`config.mk`:
```
export PLATFORM = sky130hd
export DESIGN_NAME = tlb_lookup_fifo_replace_core
export DESIGN_NICKNAME = d
export VERILOG_FILES = /design/src/tlbf_pkg.sv /design/src/tlbf_store.sv /design/src/tlb_lookup_fifo_replace_core.sv
export SDC_FILE = /design/constraint.sdc
export NUM_CORES = 1
export LEC_CHECK = 0
export ABC_AREA = 1
export BUFFER_PORTS_ARGS = -buffer_cell sky130_fd_sc_hd__buf_2
export CELL_PAD_IN_SITES_DETAIL_PLACEMENT = 0
export CELL_PAD_IN_SITES_GLOBAL_PLACEMENT = 1
export CORE_ASPECT_RATIO = 2
export CORE_MARGIN = 2
export CORE_UTILIZATION = 40
export DETAILED_ROUTE_END_ITERATION = 16
export MAX_ROUTING_LAYER = met4
export PLACE_DENSITY_LB_ADDON = 0.1
export SLEW_MARGIN = 20
export SYNTH_ARGS = -nofsm -noshare
export SYNTH_HDL_FRONTEND = slang
export SYNTH_HIERARCHICAL = 1
export SYNTH_SLANG_ARGS = --single-unit
```
`constraint.sdc`:
```
create_clock -name clk -period 8.86 [get_ports clk]
set_clock_uncertainty 0.15 [all_clocks]
set_input_delay 0.443 -clock clk [delete_from_list [all_inputs] [get_ports clk]]
set_output_delay 0.443 -clock clk [all_outputs]
set_load 0.03 [all_outputs]
```
`src/tlbf_pkg.sv`:
```
// ----------------------------------------------------------------------------
// tlbf_pkg
// Shared widths, codes and transfer types of the FIFO-replacement
// translation buffer.
// ----------------------------------------------------------------------------
package tlbf_pkg;

  localparam int TLB_DEPTH = 16;
  localparam int PID_W     = 16;
  localparam int PAGE_W    = 20;
  localparam int FRAME_W   = 20;
  localparam int POS_W     = 4;
  localparam int CFG_W     = 5;

  localparam logic [CFG_W-1:0] CFG_RESET = CFG_W'(16);

  typedef enum logic {
    OP_LOOKUP = 1'b0,
    OP_INSERT = 1'b1
  } op_t;

  typedef struct packed {
    op_t                op;
    logic [PID_W-1:0]   process_id;
    logic [PAGE_W-1:0]  page_number;
    logic [FRAME_W-1:0] frame_in;
  } req_t;

  typedef struct packed {
    logic               hit;
    logic [FRAME_W-1:0] frame_out;
    logic [POS_W-1:0]   hit_position;
    logic               evicted;
  } res_t;

endpackage

```
`src/tlbf_store.sv`:
```
// ----------------------------------------------------------------------------
// tlbf_store
// Entry registers, fill count and oldest-slot pointer. Compares a request
// against every entry in parallel and applies an insert on the same edge.
// ----------------------------------------------------------------------------
module tlbf_store #(
  parameter int DEPTH = tlbf_pkg::TLB_DEPTH
) (
  input  logic                     clk,
  input  logic                     rst_n,
  input  logic                     req_valid,
  input  tlbf_pkg::req_t           req,
  input  logic                     cfg_we,
  input  logic [tlbf_pkg::CFG_W-1:0] cfg_value,
  output tlbf_pkg::res_t           res
);
  import tlbf_pkg::*;

  localparam int IDX_W = (DEPTH > 1) ? $clog2(DEPTH) : 1;
  localparam int CNT_W = $clog2(DEPTH + 1);
  localparam int SUM_W = CNT_W + 1;

  logic [PID_W-1:0]   ent_pid_r   [DEPTH];
  logic [PAGE_W-1:0]  ent_page_r  [DEPTH];
  logic [FRAME_W-1:0] ent_frame_r [DEPTH];
  logic [CNT_W-1:0]   fill_r, fill_nxt;
  logic [IDX_W-1:0]   oldest_r, oldest_nxt;
  logic [CNT_W-1:0]   cap_r, cap_nxt;

  logic [SUM_W-1:0]   age [DEPTH];
  logic [DEPTH-1:0]   match;
  logic [DEPTH-1:0]   match_up;
  logic [IDX_W-1:0]   sel_up, sel_any, sel;
  logic [SUM_W-1:0]   ins_sum;
  logic [IDX_W-1:0]   ins_slot;
  logic               full;
  logic               do_insert;

  function automatic logic [CNT_W-1:0] clamp_cap(input logic [CFG_W-1:0] v);
    logic [CNT_W-1:0] c;
    if (v == '0) begin
      c = CNT_W'(1);
    end else if (int'(v) > DEPTH) begin
      c = CNT_W'(DEPTH);
    end else begin
      c = CNT_W'(v);
    end
    return c;
  endfunction

  always_comb begin
    for (int i = 0; i < DEPTH; i++) begin
      if (IDX_W'(i) >= oldest_r) begin
        age[i] = SUM_W'(i) - SUM_W'(oldest_r);
      end else begin
        age[i] = SUM_W'(i) + SUM_W'(cap_r) - SUM_W'(oldest_r);
      end
      match[i] = (CNT_W'(i) < cap_r) && (age[i] < SUM_W'(fill_r)) &&
                 (ent_pid_r[i] == req.process_id) &&
                 (ent_page_r[i] == req.page_number);
      match_up[i] = match[i] && (IDX_W'(i) >= oldest_r);
    end
  end

  always_comb begin
    sel_up  = '0;
    sel_any = '0;
    for (int i = DEPTH - 1; i >= 0; i--) begin
      if (match_up[i]) begin
        sel_up = IDX_W'(i);
      end
      if (match[i]) begin
        sel_any = IDX_W'(i);
      end
    end
    sel = (|match_up) ? sel_up : sel_any;
  end

  always_comb begin
    full     = (fill_r >= cap_r);
    ins_sum  = SUM_W'(oldest_r) + SUM_W'(fill_r);
    ins_slot = (ins_sum >= SUM_W'(cap_r)) ? IDX_W'(ins_sum - SUM_W'(cap_r))
                                          : IDX_W'(ins_sum);
    if (full) begin
      ins_slot = oldest_r;
    end
    do_insert = req_valid && (req.op == OP_INSERT);
  end

  always_comb begin
    res = '0;
    unique case (req.op)
      OP_LOOKUP: begin
        if (|match) begin
          res.hit          = 1'b1;
          res.frame_out    = ent_frame_r[sel];
          res.hit_position = POS_W'(age[sel]);
        end
      end
      OP_INSERT: begin
        res.evicted = full;
      end
      default: res = '0;
    endcase
  end

  always_comb begin
    fill_nxt   = fill_r;
    oldest_nxt = oldest_r;
    cap_nxt    = cap_r;
    if (cfg_we) begin
      cap_nxt    = clamp_cap(cfg_value);
      fill_nxt   = '0;
      oldest_nxt = '0;
    end else if (do_insert) begin
      if (!full) begin
        fill_nxt = fill_r + CNT_W'(1);
      end else if (SUM_W'(oldest_r) + SUM_W'(1) >= SUM_W'(cap_r)) begin
        oldest_nxt = '0;
      end else begin
        oldest_nxt = oldest_r + IDX_W'(1);
      end
    end
  end

  always_ff @(posedge clk) begin
    if (!rst_n) begin
      fill_r   <= '0;
      oldest_r <= '0;
      cap_r    <= clamp_cap(CFG_RESET);
    end else begin
      fill_r   <= fill_nxt;
      oldest_r <= oldest_nxt;
      cap_r    <= cap_nxt;
    end
  end

  always_ff @(posedge clk) begin
    if (do_insert && !cfg_we) begin
      ent_pid_r[ins_slot]   <= req.process_id;
      ent_page_r[ins_slot]  <= req.page_number;
      ent_frame_r[ins_slot] <= req.frame_in;
    end
  end

endmodule

```
`src/tlb_lookup_fifo_replace_core.sv`:
```
// ----------------------------------------------------------------------------
// tlb_lookup_fifo_replace_core
// Fully associative translation buffer with first-in-first-out replacement.
//
// Input channel (in_*): one lookup or insert per transfer, taken when in_valid
// is high and in_stall is low. Result channel (out_*): one result per input
// item, in order, taken when out_valid is high and out_stall is low.
// The input register feeds a single pass of parallel tag compares against
// all entries and the insert update, which loads the result register when
// the input register advances. Throughput is one item per cycle while
// out_stall is low, with every entry compared in one pass.
// When out_stall holds a result, the input register holds too and in_stall
// rises once it is occupied; nothing is dropped.
// Configuration (cfg_*): a transfer on cfg_valid/cfg_ready writes
// entries_in_use and empties the table; cfg_ready is high while the input
// register is empty.
// Reset (rst_n low, synchronous) empties both stages and the table and sets
// entries_in_use to 16. Entry contents are not cleared.
// ----------------------------------------------------------------------------
module tlb_lookup_fifo_replace_core #(
  parameter int DEPTH = tlbf_pkg::TLB_DEPTH
) (
  input  logic                         clk,
  input  logic                         rst_n,
  input  logic                         in_valid,
  output logic                         in_stall,
  input  logic                         in_op,
  input  logic [tlbf_pkg::PID_W-1:0]   in_process_id,
  input  logic [tlbf_pkg::PAGE_W-1:0]  in_page_number,
  input  logic [tlbf_pkg::FRAME_W-1:0] in_frame_in,
  output logic                         out_valid,
  input  logic                         out_stall,
  output logic                         out_hit,
  output logic [tlbf_pkg::FRAME_W-1:0] out_frame_out,
  output logic [tlbf_pkg::POS_W-1:0]   out_hit_position,
  output logic                         out_evicted,
  input  logic                         cfg_valid,
  output logic                         cfg_ready,
  input  logic [tlbf_pkg::CFG_W-1:0]   cfg_entries_in_use
);
  import tlbf_pkg::*;

  logic s1_valid_r, s1_valid_nxt;
  req_t s1_req_r;
  logic out_valid_r, out_valid_nxt;
  res_t out_res_r;
  res_t res;
  logic advance;
  logic in_take;
  logic cfg_we;

  assign advance   = !out_valid_r || !out_stall;
  assign in_stall  = s1_valid_r && !advance;
  assign in_take   = in_valid && !in_stall;
  assign cfg_ready = !s1_valid_r;
  assign cfg_we    = cfg_valid && cfg_ready;

  tlbf_store #(
    .DEPTH (DEPTH)
  ) u_store (
    .clk       (clk),
    .rst_n     (rst_n),
    .req_valid (s1_valid_r && advance),
    .req       (s1_req_r),
    .cfg_we    (cfg_we),
    .cfg_value (cfg_entries_in_use),
    .res       (res)
  );

  always_comb begin
    s1_valid_nxt  = s1_valid_r;
    out_valid_nxt = out_valid_r;
    if (advance) begin
      out_valid_nxt = s1_valid_r;
      s1_valid_nxt  = 1'b0;
    end
    if (in_take) begin
      s1_valid_nxt = 1'b1;
    end
  end

  always_ff @(posedge clk) begin
    if (!rst_n) begin
      s1_valid_r  <= 1'b0;
      out_valid_r <= 1'b0;
    end else begin
      s1_valid_r  <= s1_valid_nxt;
      out_valid_r <= out_valid_nxt;
    end
  end

  always_ff @(posedge clk) begin
    if (in_take) begin
      s1_req_r <= '{op: op_t'(in_op), process_id: in_process_id,
                    page_number: in_page_number, frame_in: in_frame_in};
    end
    if (advance && s1_valid_r) begin
      out_res_r <= res;
    end
  end

  assign out_valid        = out_valid_r;
  assign out_hit          = out_res_r.hit;
  assign out_frame_out    = out_res_r.frame_out;
  assign out_hit_position = out_res_r.hit_position;
  assign out_evicted      = out_res_r.evicted;

endmodule

```
==> results.tsv <==
stage	metric	value	unit
route	Final ANT Viol Nets	0	
yosys	post-synth top area cell	edfxtp_1	
setup_path	R2R depth	23	
placed_design	routability cong.	1.01	
route	WL final	227	mm
yosys	synthesized cell area	53500	um^2
cells_and_area	filler cell count	12800	
setup_path	Setup CP Type	flip-flop to flip-flop	
route	total number of vias	42600	
cells_and_area	Post-Layout Cell Count	7671	
floorplan	IO Count	96	
route	residual DRC count	0	
sta	actual slew at the worst max-slew pin	1160	ps
global_routing	vias in the first global route	43000	
setup_path	slowest CP cell	o21ai_0	
yosys	Post-synth EDFFs	979	
cts	Bufs on Longest Clock Path	3	
sta	setup TNS	0	ps
global_routing	total global-route track usage	33.8	%
yosys	Yosys reg bits	995	
placed_design	Placed Cells	7423	
yosys	Yosys cell types	70	
yosys	Syn Nets	5880	
yosys	top cells by count, synth	1509 x nand2_1, 979 x edfxtp_1, 550 x inv_1, 489 x nor2_1, 381 x nand3_1	
setup_path	worst path required time	9270	ps
cts	TritonCTS Buffers	94	
sta	setup violators final	0	
floorplan	initial core utilization	40.4	%
global_routing	total gr overflow	0	
cells_and_area	layout cells sized above 1	11.3	%
global_routing	largest net degree at the start of global routing	84	
global_routing	first-pass GRT wire length	314	mm
floorplan	Site Rows	189	
floorplan	die area	137000	um^2
setup_path	crit path capture type	flip-flop	
sta	final hold vios	0	
min_path	Hold Path End	u_store/cap_r[4]	
sta	fin crit share	82.2	%
cts	clk slew on worst S/H paths	70	ps
setup_path	crit path max fanout	18	
power	worst vdd ir	0.000247	V
yosys	most common cell in the netlist	nand2_1	
cells_and_area	Layout Nets	6074	
setup_path	Critical Path Stages	23	
cells_and_area	Register Area	29700	um^2
setup_path	launch point of the worst reg-to-reg path	u_store/oldest_r[0]	
setup_path	critical path, cell by cell	inv_2 -> ha_1 -> a21oi_1 -> nand2_1 -> o21ai_0 -> inv_1 -> ha_1 -> o21a_1 -> o21ai_2 -> nand2_1 -> nor2_1 -> inv_1 -> nand3_1 -> nor2_2 -> a21boi_4 -> nand3_1 -> o21ai_4 -> inv_1 -> buf_4 -> nand3_1 -> nand3_1 -> nand2_1 -> nor2_1	
cells_and_area	area of the multi-input gates	20500	um^2
placed_design	dpl ws	1940	ps
route	initial drt markers	3515	
placed_design	Post-DP Area	56300	um^2
setup_path	startpoint types	flip-flop	
route	Vias/cell	5.56	
yosys	post-synth top area share	54.9	%
cells_and_area	Area Growth Syn to Fin	12.6	%
sta	worst rel slew slack	22.8	%
placed_design	DP HPWL	163	mm
cts	CTS sink cnt	995	
cts	CTS tree	done	
yosys	Async S/R FF share, synth	0	%
setup_path	data arrival time of the worst path	7690	ps
yosys	top cells by area, synth	edfxtp_1 55%, nand2_1 11%, inv_1 3.9%, nand3_1 3.6%, nor2_1 3.4%	
cts	H-tree levels	3	
min_path	hold path start	cfg_entries_in_use[4]	
sta	setup slack after layout	1580	ps
min_path	HP Class	primary input to flip-flop	
sta	RSZ-0062 raised after global routing	false	
setup_path	biggest cell delay along the critical path	960	ps
min_path	WHS Path Cells	3	
global_routing	initial antenna violation count	7	
power	Leak	24.0	nW
sta	Slew Viols, Final	0	
yosys	yosys warns	6	
yosys	Most used DFF post-synth	edfxtp_1	
status	status	finished clean	
yosys	Avg Synthesized Cell Area	9.44	um^2
sta	Min Hold Slack	45.8	ps
route	WL per Instance	29.5	um
setup_path	register-to-register setup slack	1580	ps
cts	Worst-Skew Late Latency	760	ps
floorplan	Vert. Die Dim	521	um
power	Pwr Density	176	nW/um^2
setup_path	most used cell, CP	nand3_1	
floorplan	core area	133000	um^2
setup_path	Top delay family on crit path	compound AO/OA/AOI/OAI gates	
sta	post-route minimum period	7280	ps
setup_path	WP buf/inv	5	
route	drt first pass iters	6	
sta	Peak Freq	137	MHz
setup_path	R2R Path End	out_frame_out[5]	
run	max-cap violations	0	
floorplan	Die W	263	um
yosys	sequential cell area fraction in the yosys report	55.5	%
cts	post-CTS setup buffers	0	
cts	clk root buf	clkbuf_16	
placed_design	Port Buffers	95	
cells_and_area	final instance area	60300	um^2
yosys	Synth Instances	5674	
## cell usage in the layout (no fill, tap or decap), types with 20 or more instances in the layout
| master | count |
|---|---|
| inv_2 | 25 |
| o21ai_0 | 167 |
| nand2_1 | 1507 |
| nor3b_1 | 30 |
| xnor2_1 | 91 |
| edfxtp_1 | 979 |
| xor2_1 | 143 |
| nand3_1 | 381 |
| dlygate4sd3_1 | 67 |
| buf_4 | 126 |
| o2111ai_1 | 20 |
| o22ai_1 | 22 |
| o21ai_1 | 29 |
| nand4_1 | 224 |
| a21oi_1 | 70 |
| nand3b_1 | 95 |
| clkinv_1 | 21 |
| clkbuf_16 | 94 |
| nor3_1 | 89 |
| or2_2 | 207 |
| inv_1 | 548 |
| buf_2 | 95 |
| nor2_1 | 472 |
| ha_1 | 129 |
| nor4_1 | 52 |
## area by class of cell
cell class / instances / area share [%]
clock inverters: 67 / 1.47
diodes: 7 / 0.0290
multi-input cells: 3894 / 34.1
inverters: 580 / 3.62
flip-flops and latches: 995 / 49.3
well taps: 1719 / 3.57
repair buffers: 303 / 3.99
clock buffers: 106 / 3.99
## where the power goes
| part | internal (W) | leakage, nW | switching, W |
|---|---|---|---|
| clock network | 0.00245 | 1.59 | 0.00194 |
| registers | 0.00522 | 8.99 | 0.0000521 |
| logic | 0.000246 | 13.4 | 0.000702 |
## through the flow
stage / total power (W) / utilization [%]
finish: 0.0106 / 45.5
global route: 0.0109 / 45.5
CTS: 0.0107 / 45.4
floorplan: 0.00583 / -
detailed placement: 0.00628 / 42.4
global placement: 0.00629 / 42.4
## registers in the layout, summed over array words and instances (netlist names)
register	flops
u_store/ent_pid_r	256
u_store/cap_r	5
u_store/fill_r	5
out_frame_out	20
out_hit	1
s1_req_r	57
out_valid	1
u_store/oldest_r	4
out_evicted	1
out_hit_position	4
s1_valid_r	1
u_store/ent_frame_r	320
u_store/ent_page_r	320
## what timing repair did
action | CTS | global route
resized for setup | 0 | 0
hold buffers | 67 | 0
hold endpoints to repair | 67 | 0
## cell families (layout without fill, tap and decap cells)
logic type,Yosys count,in the layout,synth area share [%]
XOR/XNOR,234,234,3.83
adder cells (fa/ha/maj),139,139,3.39
flip-flops,995,995,55.5
buffers and inverters,785,1056,6.49
AND/OR/NAND/NOR,3137,3137,26.6
other,0,7,0
AO/OA/AOI/OAI,384,384,4.18
## per-layer routing
layer | track usage, % | wire length [um] | up-vias
li1 | - | - | 19600
met3 | 4.29 | 10100 | 662
met1 | 31.8 | 74600 | 20900
met5 | - | 0 | -
met2 | 61.5 | 119000 | 1512
met4 | 27.6 | 22600 | 0
## worst min-delay path: cells and delay by family
kind / cells / cell delay (ps)
buffers and inverters: 1 / 70
AOI/OAI and AO/OA: 1 / 150
and+or+nand+nor: 1 / 220
## how the worst max path moves through the flow
| stage | from | slack (ps) | endpoint |
|---|---|---|---|
| 2_1_floorplan | u_store/oldest_r[1] | 2580 | u_store/ent_frame_r[0][0] |
| 3_3_place_gp | u_store/oldest_r[2] | 1930 | out_frame_out[16] |
| 3_5_place_dp | u_store/oldest_r[2] | 1940 | out_frame_out[16] |
| 4_1_cts | u_store/oldest_r[2] | 1890 | out_frame_out[16] |
| 5_1_grt | u_store/oldest_r[2] | 1240 | out_frame_out[4] |
| 6_report | u_store/oldest_r[0] | 1580 | out_frame_out[5] |
Note: power is estimated with default switching activity, not from simulation.
